File: src/hdl/psq_pkg.sv
// Shared constants, codes and types of the pending signal queue.
package psq_pkg;

    // Queue size and field widths.
    localparam int QUEUE_DEPTH    = 16;
    localparam int THREAD_ID_BITS = 16;
    localparam int SIG_W          = 4;
    localparam int MODE_W         = 2;
    localparam int STATUS_W       = 2;
    localparam int LEN_W          = 5;
    localparam int ADDR_W         = $clog2(QUEUE_DEPTH);
    localparam int CNT_W          = $clog2(QUEUE_DEPTH + 1);
    localparam int ENTRY_W        = THREAD_ID_BITS + SIG_W;

    // Request codes.
    localparam logic [MODE_W-1:0] MODE_APPEND    = 2'd0;
    localparam logic [MODE_W-1:0] MODE_POP       = 2'd1;
    localparam logic [MODE_W-1:0] MODE_BY_THREAD = 2'd2;
    localparam logic [MODE_W-1:0] MODE_BY_SIGNAL = 2'd3;

    // Result status codes.
    localparam logic [STATUS_W-1:0] STATUS_DONE = 2'd0;
    localparam logic [STATUS_W-1:0] STATUS_NONE = 2'd1;
    localparam logic [STATUS_W-1:0] STATUS_FULL = 2'd2;

    // Sequencer states.
    typedef enum logic [2:0] {
        ST_IDLE,
        ST_START,
        ST_SCAN,
        ST_SHIFT,
        ST_FINISH
    } state_t;

endpackage

File: src/hdl/psq_in_if.sv
// Request channel: valid/ready handshake with the request fields.
interface psq_in_if;
    logic                                valid;
    logic                                ready;
    logic [psq_pkg::MODE_W-1:0]          mode;
    logic [psq_pkg::THREAD_ID_BITS-1:0]  thread_id;
    logic [psq_pkg::SIG_W-1:0]           signal_num;

    modport source (output valid, output mode, output thread_id, output signal_num,
                    input ready);
    modport sink   (input valid, input mode, input thread_id, input signal_num,
                    output ready);
endinterface

File: src/hdl/psq_out_if.sv
// Result channel: valid/ready handshake with the result fields.
interface psq_out_if;
    logic                                valid;
    logic                                ready;
    logic [psq_pkg::STATUS_W-1:0]        status;
    logic [psq_pkg::THREAD_ID_BITS-1:0]  out_thread_id;
    logic [psq_pkg::SIG_W-1:0]           out_signal_num;
    logic [psq_pkg::LEN_W-1:0]           length;

    modport source (output valid, output status, output out_thread_id,
                    output out_signal_num, output length, input ready);
    modport sink   (input valid, input status, input out_thread_id,
                    input out_signal_num, input length, output ready);
endinterface

File: src/hdl/pending_signal_queue_keyed_remove.sv
// Top level of the pending signal queue with keyed removal.
//
// Requests arrive on in_ch (mode, thread_id, signal_num) and each gives one
// result on out_ch (status, out_thread_id, out_signal_num, length). A transfer
// happens on a clock edge where valid and ready are both high.
// The block works on one request at a time; in_ch.ready is high only while idle.
// Records sit in a RAM of QUEUE_DEPTH entries, oldest first. Removals scan the
// RAM one entry per cycle through a single compare unit, then close the gap one
// record per cycle with a read-ahead/write-back pair on the RAM ports.
// An append, or any request on an empty queue, goes from capture straight to
// the result. A pop or keyed removal first scans the records, oldest first,
// and when one matches closes the gap before the result is loaded. A new
// request is taken the cycle after the result is loaded into the output
// register.
// If the receiver stalls, the result waits in the output register; the next
// request is still accepted and runs until it needs that register.
// Reset empties the queue at once; no clearing pass is needed.
module pending_signal_queue_keyed_remove (
    input logic       clk,
    input logic       rst_n,
    psq_in_if.sink    in_ch,
    psq_out_if.source out_ch
);

    logic                               hit;
    logic [psq_pkg::MODE_W-1:0]         mode;
    logic [psq_pkg::THREAD_ID_BITS-1:0] key_thread;
    logic [psq_pkg::SIG_W-1:0]          key_signal;
    logic                               ram_we;
    logic [psq_pkg::ADDR_W-1:0]         ram_waddr;
    logic [psq_pkg::ENTRY_W-1:0]        ram_wdata;
    logic [psq_pkg::ADDR_W-1:0]         ram_raddr;
    logic [psq_pkg::ENTRY_W-1:0]        ram_rdata;

    // Record store.
    psq_ram #(
        .WIDTH (psq_pkg::ENTRY_W),
        .DEPTH (psq_pkg::QUEUE_DEPTH)
    ) u_ram (
        .clk   (clk),
        .we    (ram_we),
        .waddr (ram_waddr),
        .wdata (ram_wdata),
        .raddr (ram_raddr),
        .rdata (ram_rdata)
    );

    // Match unit shared by every scan step.
    psq_cmp u_cmp (
        .mode       (mode),
        .key_thread (key_thread),
        .key_signal (key_signal),
        .entry      (ram_rdata),
        .hit        (hit)
    );

    // Sequencer and result register.
    psq_seq u_seq (
        .clk        (clk),
        .rst_n      (rst_n),
        .in_ch      (in_ch),
        .out_ch     (out_ch),
        .hit        (hit),
        .mode       (mode),
        .key_thread (key_thread),
        .key_signal (key_signal),
        .ram_we     (ram_we),
        .ram_waddr  (ram_waddr),
        .ram_wdata  (ram_wdata),
        .ram_raddr  (ram_raddr),
        .ram_rdata  (ram_rdata)
    );

endmodule

File: src/hdl/psq_ram.sv
// Generic single-write, single-read RAM with registered read data.
module psq_ram #(
    parameter int WIDTH = 8,
    parameter int DEPTH = 16
) (
    input  logic                     clk,
    input  logic                     we,
    input  logic [$clog2(DEPTH)-1:0] waddr,
    input  logic [WIDTH-1:0]         wdata,
    input  logic [$clog2(DEPTH)-1:0] raddr,
    output logic [WIDTH-1:0]         rdata
);

    logic [WIDTH-1:0] mem [DEPTH];
    logic [WIDTH-1:0] rdata_reg;

    // Write port and registered read port.
    always_ff @(posedge clk)
    begin
        if (we)
        begin
            mem[waddr] <= wdata;
        end
        rdata_reg <= mem[raddr];
    end

    assign rdata = rdata_reg;

endmodule

File: src/hdl/psq_cmp.sv
// Shared match unit: decides whether the record read from the queue is the one to remove.
module psq_cmp (
    input  logic [psq_pkg::MODE_W-1:0]         mode,
    input  logic [psq_pkg::THREAD_ID_BITS-1:0] key_thread,
    input  logic [psq_pkg::SIG_W-1:0]          key_signal,
    input  logic [psq_pkg::ENTRY_W-1:0]        entry,
    output logic                               hit
);

    logic [psq_pkg::THREAD_ID_BITS-1:0] entry_thread;
    logic [psq_pkg::SIG_W-1:0]          entry_signal;

    assign entry_thread = entry[psq_pkg::ENTRY_W-1:psq_pkg::SIG_W];
    assign entry_signal = entry[psq_pkg::SIG_W-1:0];

    // A pop takes the oldest record; keyed removals compare one field.
    always_comb
    begin
        case (mode)
            psq_pkg::MODE_POP:       hit = 1'b1;
            psq_pkg::MODE_BY_THREAD: hit = (entry_thread == key_thread);
            psq_pkg::MODE_BY_SIGNAL: hit = (entry_signal == key_signal);
            default:                 hit = 1'b0;
        endcase
    end

endmodule

File: src/hdl/psq_seq.sv
// Sequencer: request capture, scan and close-up over the record RAM, result register.
module psq_seq (
    input  logic                               clk,
    input  logic                               rst_n,
    psq_in_if.sink                             in_ch,
    psq_out_if.source                          out_ch,
    input  logic                               hit,
    output logic [psq_pkg::MODE_W-1:0]         mode,
    output logic [psq_pkg::THREAD_ID_BITS-1:0] key_thread,
    output logic [psq_pkg::SIG_W-1:0]          key_signal,
    output logic                               ram_we,
    output logic [psq_pkg::ADDR_W-1:0]         ram_waddr,
    output logic [psq_pkg::ENTRY_W-1:0]        ram_wdata,
    output logic [psq_pkg::ADDR_W-1:0]         ram_raddr,
    input  logic [psq_pkg::ENTRY_W-1:0]        ram_rdata
);

    psq_pkg::state_t state_reg, state_next;

    logic [psq_pkg::MODE_W-1:0]         mode_reg, mode_next;
    logic [psq_pkg::THREAD_ID_BITS-1:0] key_tid_reg, key_tid_next;
    logic [psq_pkg::SIG_W-1:0]          key_sig_reg, key_sig_next;
    logic [psq_pkg::CNT_W-1:0]          count_reg, count_next;
    logic [psq_pkg::ADDR_W-1:0]         ptr_reg, ptr_next;
    logic [psq_pkg::STATUS_W-1:0]       res_status_reg, res_status_next;
    logic [psq_pkg::THREAD_ID_BITS-1:0] res_tid_reg, res_tid_next;
    logic [psq_pkg::SIG_W-1:0]          res_sig_reg, res_sig_next;
    logic                               out_valid_reg, out_valid_next;
    logic [psq_pkg::STATUS_W-1:0]       out_status_reg, out_status_next;
    logic [psq_pkg::THREAD_ID_BITS-1:0] out_tid_reg, out_tid_next;
    logic [psq_pkg::SIG_W-1:0]          out_sig_reg, out_sig_next;
    logic [psq_pkg::LEN_W-1:0]          out_len_reg, out_len_next;

    logic                               in_xfer;
    logic                               out_free;
    logic [psq_pkg::CNT_W-1:0]          ptr_inc;
    logic [psq_pkg::CNT_W-1:0]          ptr_inc2;

    assign in_xfer  = in_ch.valid && in_ch.ready;
    assign out_free = !out_valid_reg || out_ch.ready;
    assign ptr_inc  = psq_pkg::CNT_W'(ptr_reg) + psq_pkg::CNT_W'(1);
    assign ptr_inc2 = psq_pkg::CNT_W'(ptr_reg) + psq_pkg::CNT_W'(2);

    // Handshake and compare-unit drive.
    assign in_ch.ready           = (state_reg == psq_pkg::ST_IDLE);
    assign out_ch.valid          = out_valid_reg;
    assign out_ch.status         = out_status_reg;
    assign out_ch.out_thread_id  = out_tid_reg;
    assign out_ch.out_signal_num = out_sig_reg;
    assign out_ch.length         = out_len_reg;
    assign mode                  = mode_reg;
    assign key_thread            = key_tid_reg;
    assign key_signal            = key_sig_reg;

    // Next state.
    always_comb
    begin
        state_next = state_reg;
        case (state_reg)
            psq_pkg::ST_IDLE:
            begin
                if (in_xfer)
                begin
                    state_next = psq_pkg::ST_START;
                end
            end
            psq_pkg::ST_START:
            begin
                if (mode_reg == psq_pkg::MODE_APPEND || count_reg == '0)
                begin
                    state_next = psq_pkg::ST_FINISH;
                end
                else
                begin
                    state_next = psq_pkg::ST_SCAN;
                end
            end
            psq_pkg::ST_SCAN:
            begin
                if (hit)
                begin
                    state_next = psq_pkg::ST_SHIFT;
                end
                else if (ptr_inc == count_reg)
                begin
                    state_next = psq_pkg::ST_FINISH;
                end
            end
            psq_pkg::ST_SHIFT:
            begin
                if (ptr_inc >= count_reg)
                begin
                    state_next = psq_pkg::ST_FINISH;
                end
            end
            psq_pkg::ST_FINISH:
            begin
                if (out_free)
                begin
                    state_next = psq_pkg::ST_IDLE;
                end
            end
            default:
            begin
                state_next = psq_pkg::ST_IDLE;
            end
        endcase
    end

    // Datapath, RAM control and result register.
    always_comb
    begin
        mode_next       = mode_reg;
        key_tid_next    = key_tid_reg;
        key_sig_next    = key_sig_reg;
        count_next      = count_reg;
        ptr_next        = ptr_reg;
        res_status_next = res_status_reg;
        res_tid_next    = res_tid_reg;
        res_sig_next    = res_sig_reg;
        out_valid_next  = out_valid_reg && !out_ch.ready;
        out_status_next = out_status_reg;
        out_tid_next    = out_tid_reg;
        out_sig_next    = out_sig_reg;
        out_len_next    = out_len_reg;
        ram_we          = 1'b0;
        ram_waddr       = ptr_reg;
        ram_wdata       = ram_rdata;
        ram_raddr       = ptr_reg;
        case (state_reg)
            psq_pkg::ST_IDLE:
            begin
                if (in_xfer)
                begin
                    mode_next       = in_ch.mode;
                    key_tid_next    = in_ch.thread_id;
                    key_sig_next    = in_ch.signal_num;
                    res_status_next = psq_pkg::STATUS_NONE;
                    res_tid_next    = '0;
                    res_sig_next    = '0;
                    ptr_next        = '0;
                end
            end
            psq_pkg::ST_START:
            begin
                // The oldest record is fetched so the scan can start next cycle.
                ram_raddr = '0;
                if (mode_reg == psq_pkg::MODE_APPEND)
                begin
                    if (count_reg == psq_pkg::CNT_W'(psq_pkg::QUEUE_DEPTH))
                    begin
                        res_status_next = psq_pkg::STATUS_FULL;
                    end
                    else
                    begin
                        ram_we          = 1'b1;
                        ram_waddr       = psq_pkg::ADDR_W'(count_reg);
                        ram_wdata       = {key_tid_reg, key_sig_reg};
                        count_next      = count_reg + psq_pkg::CNT_W'(1);
                        res_status_next = psq_pkg::STATUS_DONE;
                    end
                end
            end
            psq_pkg::ST_SCAN:
            begin
                // The read data holds the record at ptr; the one behind it is fetched.
                ram_raddr = psq_pkg::ADDR_W'(ptr_inc);
                if (hit)
                begin
                    res_status_next = psq_pkg::STATUS_DONE;
                    res_tid_next    = ram_rdata[psq_pkg::ENTRY_W-1:psq_pkg::SIG_W];
                    res_sig_next    = ram_rdata[psq_pkg::SIG_W-1:0];
                end
                else if (ptr_inc != count_reg)
                begin
                    ptr_next = psq_pkg::ADDR_W'(ptr_inc);
                end
            end
            psq_pkg::ST_SHIFT:
            begin
                // Move the record behind ptr up one place, one record per cycle.
                ram_raddr = psq_pkg::ADDR_W'(ptr_inc2);
                if (ptr_inc < count_reg)
                begin
                    ram_we    = 1'b1;
                    ram_waddr = ptr_reg;
                    ram_wdata = ram_rdata;
                    ptr_next  = psq_pkg::ADDR_W'(ptr_inc);
                end
                else
                begin
                    count_next = count_reg - psq_pkg::CNT_W'(1);
                end
            end
            psq_pkg::ST_FINISH:
            begin
                if (out_free)
                begin
                    out_valid_next  = 1'b1;
                    out_status_next = res_status_reg;
                    out_tid_next    = res_tid_reg;
                    out_sig_next    = res_sig_reg;
                    out_len_next    = psq_pkg::LEN_W'(count_reg);
                end
            end
            default:
            begin
                ptr_next = '0;
            end
        endcase
    end

    // Control registers.
    always_ff @(posedge clk or negedge rst_n)
    begin
        if (!rst_n)
        begin
            state_reg     <= psq_pkg::ST_IDLE;
            count_reg     <= '0;
            out_valid_reg <= 1'b0;
        end
        else
        begin
            state_reg     <= state_next;
            count_reg     <= count_next;
            out_valid_reg <= out_valid_next;
        end
    end

    // Payload registers.
    always_ff @(posedge clk)
    begin
        mode_reg       <= mode_next;
        key_tid_reg    <= key_tid_next;
        key_sig_reg    <= key_sig_next;
        ptr_reg        <= ptr_next;
        res_status_reg <= res_status_next;
        res_tid_reg    <= res_tid_next;
        res_sig_reg    <= res_sig_next;
        out_status_reg <= out_status_next;
        out_tid_reg    <= out_tid_next;
        out_sig_reg    <= out_sig_next;
        out_len_reg    <= out_len_next;
    end

endmodule

File: src/flat_wrapper.sv
// flat-port wrapper written by rule: the top's interface ports become plain ports
module pending_signal_queue_keyed_remove_flat 
  (clk, rst_n, in_ch_valid, in_ch_mode, in_ch_thread_id, in_ch_signal_num, in_ch_ready, out_ch_valid, out_ch_status, out_ch_out_thread_id, out_ch_out_signal_num, out_ch_length, out_ch_ready);
  psq_in_if in_ch_i ();
  psq_out_if out_ch_i ();
  input logic clk;
  input logic rst_n;
  input wire logic [$bits(in_ch_i.valid)-1:0] in_ch_valid;
  input wire logic [$bits(in_ch_i.mode)-1:0] in_ch_mode;
  input wire logic [$bits(in_ch_i.thread_id)-1:0] in_ch_thread_id;
  input wire logic [$bits(in_ch_i.signal_num)-1:0] in_ch_signal_num;
  output wire logic [$bits(in_ch_i.ready)-1:0] in_ch_ready;
  output wire logic [$bits(out_ch_i.valid)-1:0] out_ch_valid;
  output wire logic [$bits(out_ch_i.status)-1:0] out_ch_status;
  output wire logic [$bits(out_ch_i.out_thread_id)-1:0] out_ch_out_thread_id;
  output wire logic [$bits(out_ch_i.out_signal_num)-1:0] out_ch_out_signal_num;
  output wire logic [$bits(out_ch_i.length)-1:0] out_ch_length;
  input wire logic [$bits(out_ch_i.ready)-1:0] out_ch_ready;
  assign in_ch_i.valid = in_ch_valid;
  assign in_ch_i.mode = in_ch_mode;
  assign in_ch_i.thread_id = in_ch_thread_id;
  assign in_ch_i.signal_num = in_ch_signal_num;
  assign in_ch_ready = in_ch_i.ready;
  assign out_ch_valid = out_ch_i.valid;
  assign out_ch_status = out_ch_i.status;
  assign out_ch_out_thread_id = out_ch_i.out_thread_id;
  assign out_ch_out_signal_num = out_ch_i.out_signal_num;
  assign out_ch_length = out_ch_i.length;
  assign out_ch_i.ready = out_ch_ready;
  pending_signal_queue_keyed_remove u_core (.clk(clk), .rst_n(rst_n), .in_ch(in_ch_i), .out_ch(out_ch_i));
endmodule
File: config.mk
export PLATFORM = sky130hd
export DESIGN_NAME = pending_signal_queue_keyed_remove_flat
export DESIGN_NICKNAME = d
export VERILOG_FILES = /design/src/hdl/psq_pkg.sv /design/src/hdl/psq_in_if.sv /design/src/hdl/psq_out_if.sv /design/src/hdl/pending_signal_queue_keyed_remove.sv /design/src/hdl/psq_ram.sv /design/src/hdl/psq_cmp.sv /design/src/hdl/psq_seq.sv /design/src/flat_wrapper.sv
export SDC_FILE = /design/constraint.sdc
export NUM_CORES = 1
export LEC_CHECK = 0
export BUFFER_PORTS_ARGS = -buffer_cell sky130_fd_sc_hd__buf_4
export CAP_MARGIN = 5
export CORE_MARGIN = 4
export CORE_UTILIZATION = 39
export CTS_CLUSTER_DIAMETER = 40
export DETAILED_ROUTE_END_ITERATION = 12
export PLACE_DENSITY = 0.59
export SLEW_MARGIN = 20
export SYNTH_ARGS = -nofsm -noshare
export SYNTH_HDL_FRONTEND = slang
export SYNTH_SLANG_ARGS = --single-unit
File: constraint.sdc
create_clock -name clk -period 4.7 [get_ports clk]
set_input_delay 0.47 -clock clk [delete_from_list [all_inputs] [get_ports clk]]
set_output_delay 0.47 -clock clk [all_outputs]
set_load 0.05 [all_outputs]
==> impl_metrics.py <==
metrics = {
    "placed_design": {
        "dp.cells": 1636,
        "io_buffers": 54,
        "place.gp.congestion": 0.859,
        "hpwlAfterDp_mm": 25.3,
    },
    "clock_tree": {
        "cts.sinks": 424,
        "cts.htree.levels": 2,
        "worstSkewPairLatency_ns": 0.59,
        "numCtsBuffers": 53,
        "cts-root-buf": "clkbuf_16",
        "cts_resized": 0,
        "clk_pin_slew_ns": 0.06,
        "tritoncts": "yes",
        "clk_path_buf_depth": 3,
    },
    "final_layout": {
        "fin_cells": 1734,
        "utilization": 0.466,
        "final_nets": 1190,
        "antennaDiodeCount": 0,
        "area_growth_pct": 17.3,
        "largest_reg_flops": 320,
        "final_common_cell": "edfxtp_1",
        "fill_cells": 3601,
        "layout_common_cells": "edfxtp_1, nand2_1, buf_4",
        "drive_gt1_frac": 0.225,
    },
    "timing": {
        "setup_tns_ns": 0,
        "finalHoldViolCount": 0,
        "clock_skew_ns": 0.0158,
        "slew_violations": 0,
        "setup_violations": 0,
        "fin_crit_ns": 3.94,
        "period_share": 0.838,
        "rsz0062_at_grt": "no",
        "timing.hold.ws_ns": 0.0605,
        "tightest_slew_ns": 1.03,
        "max_slew_margin": 0.313,
        "max_freq_ghz": 0.254,
    },
    "detailed_routing": {
        "via_per_inst": 5.38,
        "finalWirelength_mm": 39.5,
        "avgRoutedWirePerCell_um": 22.8,
        "route.detailed.drc": 0,
        "vias": 9336,
        "ant_nets": 0,
        "firstDrtPassIters": 5,
        "initialDrtViolationCount": 865,
    },
    "power": {
        "p_total_mw": 14.1,
        "vdd_drop_max_mv": 0.320,
        "p_per_area_nw_per_um2": 716,
        "leakage_nw": 6.74,
    },
    "floorplanning": {
        "die_h_um": 215,
        "die_w_um": 215,
        "start_util": 0.397,
        "placementRows": 75,
        "pin_count": 55,
        "fp.dieArea_um2": 46400,
        "core_area_um2": 42200,
    },
    "synthesis": {
        "synth_area_per_cell_um2": 15.8,
        "synth_edf_count": 395,
        "ys_types": 58,
        "syn_inst": 1058,
        "yosysWarnings": 0,
        "ys_ff_latch": 424,
        "netlist_area_um2": 16800,
        "ys_async_sr_fraction": 0.0212,
        "ys.flop_type": "edfxtp_1",
        "synth_nets": 1095,
        "seq_area_frac_synth": 0.745,
    },
    "hold_path": {
        "hp-class": "input port to register",
    },
    "global_routing": {
        "grt_pass1_vias": 9419,
        "grt_pass1_wl_mm": 60.0,
        "grt_max_degree": 59,
        "grt-ovfl-total": 0,
        "grt_antenna_before_repair": 0,
        "grtUsageTotal": 0.171,
    },
    "critical_path": {
        "crit_fanout": 14,
        "crit_arrival_ns": 4.22,
        "end_kind": "register",
        "critPathKind": "register to register",
        "cp.required_ns": 4.98,
        "critPathLaunchType": "register",
    },
    "status": {
        "status": "finished clean",
    },
    "run": {
        "maxCapViolations": 0,
    },
}
timing repair:
item,4_1_cts,5_1_grt
endpoints found under the hold margin,9,0
setup buffers,0,0
setup endpoints to repair,0,0
hold buffers,1,0
critical path, cell delays in order (launching register included):
cell      delay [ns]
edfxtp_1        0.68
ha_1            0.36
ha_1            0.30
nor2b_1         0.14
o21a_1          0.17
o21a_1          0.18
o21ai_0         0.48
nand4_1         0.40
a21oi_2         0.60
buf_4           0.32
metal layers:
layer,wire length (um),vias to the layer above,global-route usage,part of all wire
li1,-,4228,-,-
met1,17000,4686,0.236,0.43
met2,18300,353,0.268,0.46
met3,3080,69,0.0415,0.078
met4,1170,0,0.0563,0.030
met5,0,-,0,0
synth_stat cells (all sizes together) (2+ instances only):
master  instances  area share
a31oi           5      0.0037
o211ai          2     0.00090
o22ai          20      0.0075
and2           27       0.010
or2             3      0.0011
clkbuf         13      0.0029
o21ai           9      0.0027
nor2           15      0.0034
dfrtp           9       0.013
edfxtp        395        0.71
nand4b          2      0.0010
o221a           2      0.0013
o22a            2      0.0010
mux2i          11      0.0066
ha             10      0.0075
mux4           38       0.051
nor3b           3      0.0013
nand3          83       0.025
o211a           2      0.0012
and3            4      0.0015
o21a            3      0.0013
a211oi          2      0.0016
or3b            2      0.0010
mux2           21       0.014
nor2b           6      0.0024
a21oi          60       0.019
nor3           23      0.0072
inv             8      0.0018
nand2         170       0.038
xor2           21       0.011
nor4            4      0.0015
dfxtp          20       0.024
buf            40       0.015
a21o            2     0.00090
nand2b          4      0.0015
xnor2           6      0.0031
per-stage QoR:
stage	instance area (um2)	setup slack [ns]
after detailed placement	17900	0.823
after CTS	19700	0.817
final	19700	0.763
after global routing	19700	0.538
after floorplan	16800	1.06
after global placement	17900	0.950
layout make-up:
| cell class | instances | area (um2) | share of cell area |
|---|---|---|---|
| sequential | 424 | 12500 | 0.635 |
| clock buffer | 66 | 1410 | 0.0714 |
| tap | 539 | 674 | 0.0343 |
| clock inverter | 31 | 357 | 0.0181 |
| inverter | 8 | 30.0 | 0.00153 |
| timing repair buffer | 93 | 701 | 0.0356 |
| multi-input combinational | 573 | 4010 | 0.204 |
path summary, 6_finish.rpt:
path                                             startpoint                               endpoint  slack (ns)  cells past startpoint
worst max-delay path                u_core.u_seq.ptr_reg[0]                 u_core.u_ram.mem[6][7]        0.76                      9
worst min-delay path                     in_ch_thread_id[2]             u_core.u_seq.key_thread[2]        0.06                      1
worst max register to register      u_core.u_seq.ptr_reg[0]                 u_core.u_ram.mem[6][7]        0.76                      9
worst min register to register  u_core.u_seq.res_sig_reg[3]  u_core.u_seq.out_ch.out_signal_num[3]        0.41                      0
max in group asynchronous                             rst_n              u_core.u_seq.state_reg[0]        4.31                      2
min in group asynchronous                             rst_n              u_core.u_seq.state_reg[1]        0.25                      2
where the power goes:
| part | switching [mW] | internal [mW] | total [mW] |
|---|---|---|---|
| logic | 3.16 | 1.48 | 4.64 |
| registers | 0.324 | 5.08 | 5.40 |
| clock network | 1.56 | 2.47 | 4.03 |
cell families (layout without fill, tap and decap cells):
kind of cell / Yosys count / count (layout) / share of synthesized area
buffers and inverters: 61 / 198 / 0.0198
flip-flops: 424 / 424 / 0.745
AND/OR/NAND/NOR: 350 / 350 / 0.0972
XOR/XNOR: 27 / 27 / 0.0141
multiplexers: 70 / 70 / 0.0717
AO/OA/AOI/OAI: 115 / 115 / 0.0438
adder cells (fa/ha/maj): 11 / 11 / 0.00866
Power figures use the tool's default switching activity.
